==> src/hw/rtl/mqttpp_pkg.sv <==
`timescale 1ns / 1ps
// Shared types and constants for the MQTT PUBLISH frame parser.
// Used by the front end, the queue, the back end and the top level.
package mqttpp_pkg;

   localparam int QueueDepth = 4;

   // Header byte fields
   localparam logic [7:0] HDR_TYPE_MASK = 8'hF0;
   localparam logic [7:0] HDR_PUBLISH   = 8'h30;
   localparam logic [7:0] HDR_QOS_MASK  = 8'h06;
   localparam logic [7:0] LEN_CONT_BIT  = 8'h80;
   localparam logic [2:0] LEN_MAX_BYTES = 3'd4;
   localparam logic [1:0] QOS_RESERVED  = 2'd3;
   localparam logic [1:0] QOS_ZERO      = 2'd0;
   localparam logic [15:0] COUNT_MAX    = 16'hFFFF;

   typedef enum logic [2:0] {
      CLASS_HEADER   = 3'd0,
      CLASS_LENGTH   = 3'd1,
      CLASS_TOPICLEN = 3'd2,
      CLASS_TOPIC    = 3'd3,
      CLASS_PKTID    = 3'd4,
      CLASS_PAYLOAD  = 3'd5
   } byte_class_type;

   typedef enum logic [1:0] {
      STATUS_OK        = 2'd0,
      STATUS_NOT_PUB   = 2'd1,
      STATUS_RSVD_QOS  = 2'd2,
      STATUS_MALFORMED = 2'd3
   } status_type;

   typedef enum logic [7:0] {
      PH_HEADER  = 8'b0000_0001,
      PH_LENGTH  = 8'b0000_0010,
      PH_TLEN_HI = 8'b0000_0100,
      PH_TLEN_LO = 8'b0000_1000,
      PH_TOPIC   = 8'b0001_0000,
      PH_ID_HI   = 8'b0010_0000,
      PH_ID_LO   = 8'b0100_0000,
      PH_PAYLOAD = 8'b1000_0000
   } phase_type;

   // One classified byte as it passes from the front end to the back end.
   typedef struct packed {
      logic [7:0]     byte_value;
      byte_class_type byte_class;
      logic           frame_last;
      status_type     error_code;
      logic           at_payload;
      logic [1:0]     qos;
      logic [15:0]    packet_id;
      logic [15:0]    topic_size;
      logic [15:0]    payload_size;
   } item_type;

endpackage

==> src/hw/rtl/mqttpp_front.sv <==
`timescale 1ns / 1ps
// Front end: accepts frame bytes, runs the parse state and classifies each byte.
// Depends on mqttpp_pkg.
module mqttpp_front (
   input  logic               clock,
   input  logic               reset,
   input  logic               req_tvalid,
   output logic               req_tready,
   input  logic [7:0]         req_tdata,   // [7:0] rx_byte
   input  logic               req_tlast,   // frame_last
   output logic               item_valid,
   input  logic               item_ready,
   output mqttpp_pkg::item_type item
);
   import mqttpp_pkg::*;

   phase_type   phase_ff, phase_in;
   logic [1:0]  qos_ff, qos_in;
   logic [2:0]  len_cnt_ff, len_cnt_in;
   logic [15:0] tlen_ff, tlen_in;
   logic [15:0] tcnt_ff, tcnt_in;
   logic [15:0] pid_ff, pid_in;
   logic [15:0] pcnt_ff, pcnt_in;
   status_type  err_ff, err_in;
   byte_class_type cls;
   phase_type   after_topic;
   logic [1:0]  hdr_qos;
   logic        accept;

   assign req_tready = item_ready;
   assign item_valid = req_tvalid;
   assign accept     = req_tvalid && item_ready;
   assign after_topic = (qos_ff == QOS_ZERO) ? PH_PAYLOAD : PH_ID_HI;
   assign hdr_qos     = 2'((req_tdata & HDR_QOS_MASK) >> 1);

   always_comb begin
      phase_in   = phase_ff;
      qos_in     = qos_ff;
      len_cnt_in = len_cnt_ff;
      tlen_in    = tlen_ff;
      tcnt_in    = tcnt_ff;
      pid_in     = pid_ff;
      pcnt_in    = pcnt_ff;
      err_in     = err_ff;
      cls        = CLASS_PAYLOAD;
      unique case (phase_ff)
         PH_HEADER: begin
            cls = CLASS_HEADER;
            if ((req_tdata & HDR_TYPE_MASK) != HDR_PUBLISH) begin
               err_in   = STATUS_NOT_PUB;
               phase_in = PH_PAYLOAD;
            end else if (hdr_qos == QOS_RESERVED) begin
               err_in   = STATUS_RSVD_QOS;
               phase_in = PH_PAYLOAD;
            end else begin
               qos_in     = hdr_qos;
               len_cnt_in = 3'd0;
               phase_in   = PH_LENGTH;
            end
         end
         PH_LENGTH: begin
            cls        = CLASS_LENGTH;
            len_cnt_in = len_cnt_ff + 3'd1;
            if ((req_tdata & LEN_CONT_BIT) == 8'd0) begin
               phase_in = PH_TLEN_HI;
            end else if (len_cnt_in >= LEN_MAX_BYTES) begin
               err_in   = STATUS_MALFORMED;
               phase_in = PH_PAYLOAD;
            end
         end
         PH_TLEN_HI: begin
            cls      = CLASS_TOPICLEN;
            tlen_in  = {req_tdata, 8'd0};
            phase_in = PH_TLEN_LO;
         end
         PH_TLEN_LO: begin
            cls      = CLASS_TOPICLEN;
            tlen_in  = {tlen_ff[15:8], req_tdata};
            tcnt_in  = 16'd0;
            phase_in = (tlen_in == 16'd0) ? after_topic : PH_TOPIC;
         end
         PH_TOPIC: begin
            cls     = CLASS_TOPIC;
            tcnt_in = tcnt_ff + 16'd1;
            if (tcnt_in >= tlen_ff) begin
               phase_in = after_topic;
            end
         end
         PH_ID_HI: begin
            cls      = CLASS_PKTID;
            pid_in   = {req_tdata, 8'd0};
            phase_in = PH_ID_LO;
         end
         PH_ID_LO: begin
            cls      = CLASS_PKTID;
            pid_in   = {pid_ff[15:8], req_tdata};
            phase_in = PH_PAYLOAD;
         end
         PH_PAYLOAD: begin
            cls = CLASS_PAYLOAD;
            if (err_ff == STATUS_OK && pcnt_ff != COUNT_MAX) begin
               pcnt_in = pcnt_ff + 16'd1;
            end
         end
         default: begin
            cls = CLASS_PAYLOAD;
         end
      endcase
   end

   always_comb begin
      item.byte_value   = req_tdata;
      item.byte_class   = cls;
      item.frame_last   = req_tlast;
      item.error_code   = err_in;
      item.at_payload   = (phase_in == PH_PAYLOAD);
      item.qos          = qos_in;
      item.packet_id    = pid_in;
      item.topic_size   = tlen_in;
      item.payload_size = pcnt_in;
   end

   // The final byte of a frame returns all parse state to its reset values.
   always_ff @(posedge clock) begin
      if (reset || (accept && req_tlast)) begin
         phase_ff   <= PH_HEADER;
         qos_ff     <= 2'd0;
         len_cnt_ff <= 3'd0;
         tlen_ff    <= 16'd0;
         tcnt_ff    <= 16'd0;
         pid_ff     <= 16'd0;
         pcnt_ff    <= 16'd0;
         err_ff     <= STATUS_OK;
      end else if (accept) begin
         phase_ff   <= phase_in;
         qos_ff     <= qos_in;
         len_cnt_ff <= len_cnt_in;
         tlen_ff    <= tlen_in;
         tcnt_ff    <= tcnt_in;
         pid_ff     <= pid_in;
         pcnt_ff    <= pcnt_in;
         err_ff     <= err_in;
      end
   end

endmodule

==> src/hw/rtl/mqttpp_queue.sv <==
`timescale 1ns / 1ps
// Short queue of classified bytes between the front end and the back end.
// Depends on mqttpp_pkg.
module mqttpp_queue #(
   parameter int Depth = mqttpp_pkg::QueueDepth
) (
   input  logic                 clock,
   input  logic                 reset,
   input  logic                 push_valid,
   output logic                 push_ready,
   input  mqttpp_pkg::item_type push_item,
   output logic                 pop_valid,
   input  logic                 pop_ready,
   output mqttpp_pkg::item_type pop_item
);
   import mqttpp_pkg::*;

   localparam int PtrW = (Depth > 1) ? $clog2(Depth) : 1;
   localparam int CntW = $clog2(Depth + 1);

   item_type            entry_ff [Depth];
   logic [PtrW-1:0]     wr_ptr_ff, wr_ptr_in;
   logic [PtrW-1:0]     rd_ptr_ff, rd_ptr_in;
   logic [CntW-1:0]     count_ff, count_in;
   logic                do_push, do_pop;

   assign push_ready = (count_ff != CntW'(Depth));
   assign pop_valid  = (count_ff != '0);
   assign pop_item   = entry_ff[rd_ptr_ff];
   assign do_push    = push_valid && push_ready;
   assign do_pop     = pop_valid && pop_ready;

   always_comb begin
      wr_ptr_in = wr_ptr_ff;
      rd_ptr_in = rd_ptr_ff;
      count_in  = count_ff;
      if (do_push) begin
         wr_ptr_in = (wr_ptr_ff == PtrW'(Depth - 1)) ? '0 : wr_ptr_ff + PtrW'(1);
      end
      if (do_pop) begin
         rd_ptr_in = (rd_ptr_ff == PtrW'(Depth - 1)) ? '0 : rd_ptr_ff + PtrW'(1);
      end
      if (do_push && !do_pop) begin
         count_in = count_ff + CntW'(1);
      end else if (do_pop && !do_push) begin
         count_in = count_ff - CntW'(1);
      end
   end

   always_ff @(posedge clock) begin
      if (reset) begin
         wr_ptr_ff <= '0;
         rd_ptr_ff <= '0;
         count_ff  <= '0;
      end else begin
         wr_ptr_ff <= wr_ptr_in;
         rd_ptr_ff <= rd_ptr_in;
         count_ff  <= count_in;
      end
   end

   always_ff @(posedge clock) begin
      if (do_push) begin
         entry_ff[wr_ptr_ff] <= push_item;
      end
   end

endmodule

==> src/hw/rtl/mqttpp_back.sv <==
`timescale 1ns / 1ps
// Back end: turns a classified byte into a result beat with the frame summary.
// Depends on mqttpp_pkg.
module mqttpp_back (
   input  logic                 clock,
   input  logic                 reset,
   input  logic                 item_valid,
   output logic                 item_ready,
   input  mqttpp_pkg::item_type item,
   output logic                 rsp_tvalid,
   input  logic                 rsp_tready,
   output logic [63:0]          rsp_tdata,
   output logic [2:0]           rsp_tuser,
   output logic                 rsp_tlast
);
   import mqttpp_pkg::*;

   logic        valid_ff;
   logic [7:0]  byte_ff;
   logic [2:0]  class_ff;
   logic        last_ff;
   status_type  status_ff, status_in;
   logic [1:0]  qos_ff, qos_in;
   logic [15:0] pid_ff, pid_in;
   logic [15:0] tlen_ff, tlen_in;
   logic [15:0] plen_ff, plen_in;
   logic        load;

   assign item_ready = !valid_ff || rsp_tready;
   assign load       = item_valid && item_ready;

   // A held error wins; otherwise a frame that stops short of the payload is malformed.
   always_comb begin
      status_in = STATUS_OK;
      qos_in    = 2'd0;
      pid_in    = 16'd0;
      tlen_in   = 16'd0;
      plen_in   = 16'd0;
      if (item.frame_last) begin
         if (item.error_code != STATUS_OK) begin
            status_in = item.error_code;
         end else if (!item.at_payload) begin
            status_in = STATUS_MALFORMED;
         end
         if (status_in == STATUS_OK) begin
            qos_in  = item.qos;
            pid_in  = item.packet_id;
            tlen_in = item.topic_size;
            plen_in = item.payload_size;
         end
      end
   end

   always_ff @(posedge clock) begin
      if (reset) begin
         valid_ff <= 1'b0;
      end else if (item_ready) begin
         valid_ff <= item_valid;
      end
   end

   always_ff @(posedge clock) begin
      if (load) begin
         byte_ff   <= item.byte_value;
         class_ff  <= item.byte_class;
         last_ff   <= item.frame_last;
         status_ff <= status_in;
         qos_ff    <= qos_in;
         pid_ff    <= pid_in;
         tlen_ff   <= tlen_in;
         plen_ff   <= plen_in;
      end
   end

   assign rsp_tvalid = valid_ff;
   assign rsp_tdata  = {4'd0, plen_ff, tlen_ff, pid_ff, qos_ff, status_ff, byte_ff};
   assign rsp_tuser  = class_ff;
   assign rsp_tlast  = last_ff;

endmodule

==> src/hw/rtl/mqtt_publish_parser_top.sv <==
`timescale 1ns / 1ps
// MQTT PUBLISH frame parser, one byte per beat on each side.
// An accepted request beat is held in a queue entry, then in the back-end output register.
// 1 byte per cycle unless queue full; parse state is one register stage, updated per byte.
// The QueueDepth-entry queue lets the front end accept while the output stalls, until full.
// Reset is synchronous and active high, and returns the parser to expect a fixed header.
module mqtt_publish_parser_top #(
   parameter int QueueDepth = mqttpp_pkg::QueueDepth
) (
   input  logic        clock,
   input  logic        reset,
   input  logic        req_tvalid,
   output logic        req_tready,
   input  logic [7:0]  req_tdata,   // [7:0] rx_byte
   input  logic        req_tlast,   // frame_last
   output logic        rsp_tvalid,
   input  logic        rsp_tready,
   output logic [63:0] rsp_tdata,   // [7:0] byte_value, [9:8] status, [11:10] qos_level,
                                    // [27:12] message_id, [43:28] topic_length,
                                    // [59:44] payload_length, [63:60] zero
   output logic [2:0]  rsp_tuser,   // [2:0] byte_class
   output logic        rsp_tlast    // frame_end
);
   import mqttpp_pkg::*;

   item_type front_item, back_item;
   logic     front_valid, front_ready;
   logic     back_valid, back_ready;

   mqttpp_front u_front (
      .clock      (clock),
      .reset      (reset),
      .req_tvalid (req_tvalid),
      .req_tready (req_tready),
      .req_tdata  (req_tdata),
      .req_tlast  (req_tlast),
      .item_valid (front_valid),
      .item_ready (front_ready),
      .item       (front_item)
   );

   mqttpp_queue #(
      .Depth (QueueDepth)
   ) u_queue (
      .clock      (clock),
      .reset      (reset),
      .push_valid (front_valid),
      .push_ready (front_ready),
      .push_item  (front_item),
      .pop_valid  (back_valid),
      .pop_ready  (back_ready),
      .pop_item   (back_item)
   );

   mqttpp_back u_back (
      .clock      (clock),
      .reset      (reset),
      .item_valid (back_valid),
      .item_ready (back_ready),
      .item       (back_item),
      .rsp_tvalid (rsp_tvalid),
      .rsp_tready (rsp_tready),
      .rsp_tdata  (rsp_tdata),
      .rsp_tuser  (rsp_tuser),
      .rsp_tlast  (rsp_tlast)
   );

endmodule

==> config.mk <==
export PLATFORM = sky130hd
export DESIGN_NAME = mqtt_publish_parser_top
export DESIGN_NICKNAME = d
export VERILOG_FILES = /design/src/hw/rtl/mqttpp_pkg.sv /design/src/hw/rtl/mqttpp_front.sv /design/src/hw/rtl/mqttpp_queue.sv /design/src/hw/rtl/mqttpp_back.sv /design/src/hw/rtl/mqtt_publish_parser_top.sv
export SDC_FILE = /design/constraint.sdc
export NUM_CORES = 1
export LEC_CHECK = 0
export BUFFER_PORTS_ARGS = -buffer_cell sky130_fd_sc_hd__buf_2
export CAP_MARGIN = 30
export CORE_AREA = 2 2 163 165
export DETAILED_ROUTE_END_ITERATION = 7
export DIE_AREA = 0 0 165 167
export PLACE_DENSITY_LB_ADDON = 0.15
export SETUP_SLACK_MARGIN = 0.3
export SLEW_MARGIN = 0
export SYNTH_ARGS = -nofsm -noshare
export SYNTH_HDL_FRONTEND = slang
export SYNTH_SLANG_ARGS = --single-unit
==> constraint.sdc <==
create_clock -name clock -period 17.5 [get_ports clock]
set_input_delay 3.5 -clock clock [delete_from_list [all_inputs] [get_ports clock]]
set_output_delay 3.5 -clock clock [all_outputs]
set_load 0.01 [all_outputs]
==> PnR_summary.wiki <==
{| class="wikitable"
! Metric !! Value
|-
| Clk root buf || clkbuf_16
|-
| Routed via count divided by cell count || ~6.1
|-
| Pre-antenna DRT Iters || 5
|-
| Post-Layout Cell Count || 1526
|-
| Drt initial violations || 925
|-
| Setup clock skew after layout || roughly 0.016 ns
|-
| Wire per inst || 22.1 um
|-
| Post-synthesis cell type count || 61
|-
| Worst Path Required || roughly 18 ns
|-
| Maximum clock frequency || between 150 and 200 MHz
|-
| Final worst slack || about 12 ns
|-
| Crit path kind || input port to register
|-
| Final standard cell area without fillers || around 19000 um2
|-
| Hold slack final || approximately 0.5 ns
|-
| Main flop type after synthesis || edfxtp_1
|-
| Type of origin of the critical path || input port
|-
| Max IR drop VDD || 0.000106 V
|-
| Buffer count from post-CTS setup fixing || 0
|-
| Number of antenna violations at the first check in global routing || 0
|-
| Launch point of the worst path || req_tvalid
|-
| Number of buffers inserted by port buffering || between 70 and 80
|-
| Synthesis Warnings || 0
|-
| Power consumption || roughly 2.7 mW
|-
| Count of nets after finishing || between 1000 and 1500
|-
| Maximum buffer depth of the clock tree || 3
|-
| Final setup violation count || 0
|-
| Antenna-violating nets left || 0
|-
| Worst-path clk slew || around 0.06 ns
|-
| Quantity of gates resized following cts || 0
|-
| Layout overhead on the synthesized area || 11.7%
|-
| Worst endpoint data arrival time || roughly 5.6 ns
|-
| Maximum fanout along the worst path || 68
|-
| Yosys reg bits || between 400 and 500
|-
| Die area || between 20000 and 30000 um2
|-
| Class of the worst hold path || register to register
|-
| Clock tree from TritonCTS || done
|-
| Post-synth ARST share || 0%
|-
| Number of cells produced by synthesis || between 1000 and 1500
|-
| Setup tns final || 0 ns
|-
| Initial Util || between 60% and 70%
|-
| RSZ-0062 raised after global routing || false
|-
| Detailed-placement wirelength estimate || just over 20000 um
|-
| Final hold violations || 0
|-
| Commonest cells after routing, fill and taps aside || edfxtp_1 (324), nor2_1 (91), dfxtp_1 (87), buf_2 (78), mux4_2 (65)
|-
| Worst-case setup slack after placement || 11.50 ns
|-
| Routed via count || 9363
|-
| Leakage Power || about 6.6 nW
|-
| Count of final max-slew check failures || 0
|-
| Die H || between 150 and 200 um
|-
| Proportion of synthesized chip area in sequential cells || around 69%
|-
| Worst flop-to-flop path startpoint || u_front.tcnt_ff[0]
|-
| Total of hold buffers inserted after clock tree synthesis || 0
|-
| Power Density || 145 nW/um2
|-
| Maximum number of pins on one net before global-route repair || 69
|-
| Total standard cell area after synthesis || 16800 um2
|-
| Number of enable flip-flop cells after synthesis || 324
|-
| Util after Layout || roughly 73%
|-
| Die Span X || between 150 and 200 um
|-
| Area after DPL || roughly 17000 um2
|-
| Max-cap violations || 0
|-
| GRT Resource Usage Total || roughly 26%
|-
| Worst max-slew margin expressed relative to the limit || around 32%
|-
| Share of cells above drive strength 1 || ~21%
|-
| Commonest non-fill, non-tap cell in the layout || edfxtp_1
|-
| TritonCTS Buffers || 41
|-
| Clk_lat worst skew || between 0.5 and 0.6 ns
|-
| Number of sinks handled by clock tree synthesis || 413
|-
| Global placement routability congestion || just under 0.9
|-
| Placed instance count || ~1500
|-
| Mean cell area of the mapped netlist || between 15 and 20 um2
|-
| Number of core rows || just under 60
|-
| Type of element capturing the critical path || register
|-
| Hold Crit Start || u_front.qos_ff[0]
|-
| Min Tclk post-route || 5.47 ns
|-
| Antenna Cells || 0
|-
| Number of global-route vias before repair || around 9200
|-
| CTS H-tree lvls || 2
|-
| Transition time at the pin with the least slew margin || 1.01 ns
|-
| Wire length of the first global-routing pass || about 53000 um
|-
| Routed WL || 33800 um
|-
| Floorplan Core Area || 25800 um2
|-
| Remaining global-route overflow || 0
|-
| DRC violation count after routing || 0
|-
| I/O pin cnt || 83
|-
| Fraction of the cycle the final worst path needs || 31.2%
|-
| Status || completed
|}
==> worst paths after layout <==
| path | to | slack (ns) | depth (start not counted) |
|---|---|---|---|
| setup / recovery | u_queue.entry_ff[2][55] | 12.03 | 7 |
| hold / removal | u_front.qos_ff[0] | 0.49 | 2 |
| setup reg to reg | u_queue.entry_ff[0][50] | 13.74 | 12 |
| hold reg to reg | u_front.qos_ff[0] | 0.49 | 2 |
==> state kept, by name (all words and copies together), names as in the netlist, named ones only <==
register,count
u_back.tlen_ff,16
u_back.rsp_tuser,3
u_back.rsp_tvalid,1
u_front.qos_ff,2
u_back.qos_ff,2
u_back.plen_ff,16
u_front.tcnt_ff,16
u_queue.entry_ff,260
u_front.pcnt_ff,16
u_queue.wr_ptr_ff,2
u_queue.count_ff,3
u_back.rsp_tlast,1
u_back.pid_ff,16
u_front.len_cnt_ff,3
u_front.phase_ff,8
u_back.status_ff,2
u_back.byte_ff,8
u_front.err_ff,2
u_queue.rd_ptr_ff,2
u_front.tlen_ff,16
u_front.pid_ff,16
==> layer usage <==
layer | GRT usage [%] | vias to the layer above | wire length (um)
met3 | 4.51 | 67 | 2300
met4 | 8.39 | 0 | 1020
li1 | - | 4278 | -
met2 | 39.5 | 376 | 15800
met5 | 0 | - | 0
met1 | 37.5 | 4642 | 14600
==> cell families after synthesis <==
family                   Yosys count  share of synthesized area (%)
flip-flops                       413                           68.6
AND/OR/NAND/NOR                  295                           9.16
AO/OA/AOI/OAI                    123                           5.16
multiplexers                      92                           10.5
buffers and inverters             83                           2.02
XOR/XNOR                          49                           2.56
adder cells (fa/ha/maj)           26                           1.98
other                              1                         0.0224
==> synthesized netlist by cell type (2+ instances only) <==
master       n  share of area, %
a211oi_1    16              0.72
a21o_1       2             0.090
a21oi_1     31              0.93
a22o_1      16              0.84
a22oi_1      5              0.22
a31o_1       2              0.10
a31oi_1      2             0.075
a32o_1       6              0.36
and2_1       9              0.34
and3_1      13              0.49
and3b_1      2              0.10
and4_1       4              0.21
buf_1       11              0.25
buf_2        4              0.12
buf_4        4              0.18
clkbuf_1    37              0.83
dfxtp_1     89                11
edfxtp_1   324                58
ha_1        25               1.9
inv_1       26              0.58
mux2_2      15               1.0
mux2i_1     12              0.72
mux4_2      65               8.7
nand2_1     33              0.74
nand3_1     17              0.51
nand3b_1     7              0.31
nand4_1      9              0.34
nand4b_1     2              0.10
nor2_1      91               2.0
nor2b_1     53               2.0
nor3_1      26              0.78
nor4_1       8              0.30
o2111ai_1    2              0.10
o211a_1      8              0.48
o21a_1       5              0.22
o21ai_0     17              0.51
o21ai_1      3             0.090
o22a_1       2              0.10
or2_2        8              0.30
or3_1        3              0.11
xnor2_1     28               1.5
xor2_1      21               1.1
==> critical path, cell delays in order <==
cell,delay (ns)
buf_2,0.08
nand2_2,0.03
buf_4,0.32
inv_1,0.16
buf_4,0.42
and2_2,0.23
buf_4,0.71
==> final cells by class <==
| class | count | area [um2] |
|---|---|---|
| Tap cell | 335 | 419 |
| Multi-Input combinational cell | 589 | 4950 |
| Fill cell | 1595 | 7040 |
| Timing Repair Buffer | 92 | 515 |
| Clock inverter | 19 | 126 |
| Clock buffer | 52 | 1100 |
| Sequential cell | 413 | 11500 |
| Inverter | 26 | 97.6 |
==> power by group <==
part / switching, mW / internal [mW] / total, mW
registers: 0.0714 / 1.25 / 1.32
clock network: 0.352 / 0.458 / 0.810
logic: 0.314 / 0.262 / 0.576
Power figures use the tool's default switching activity.
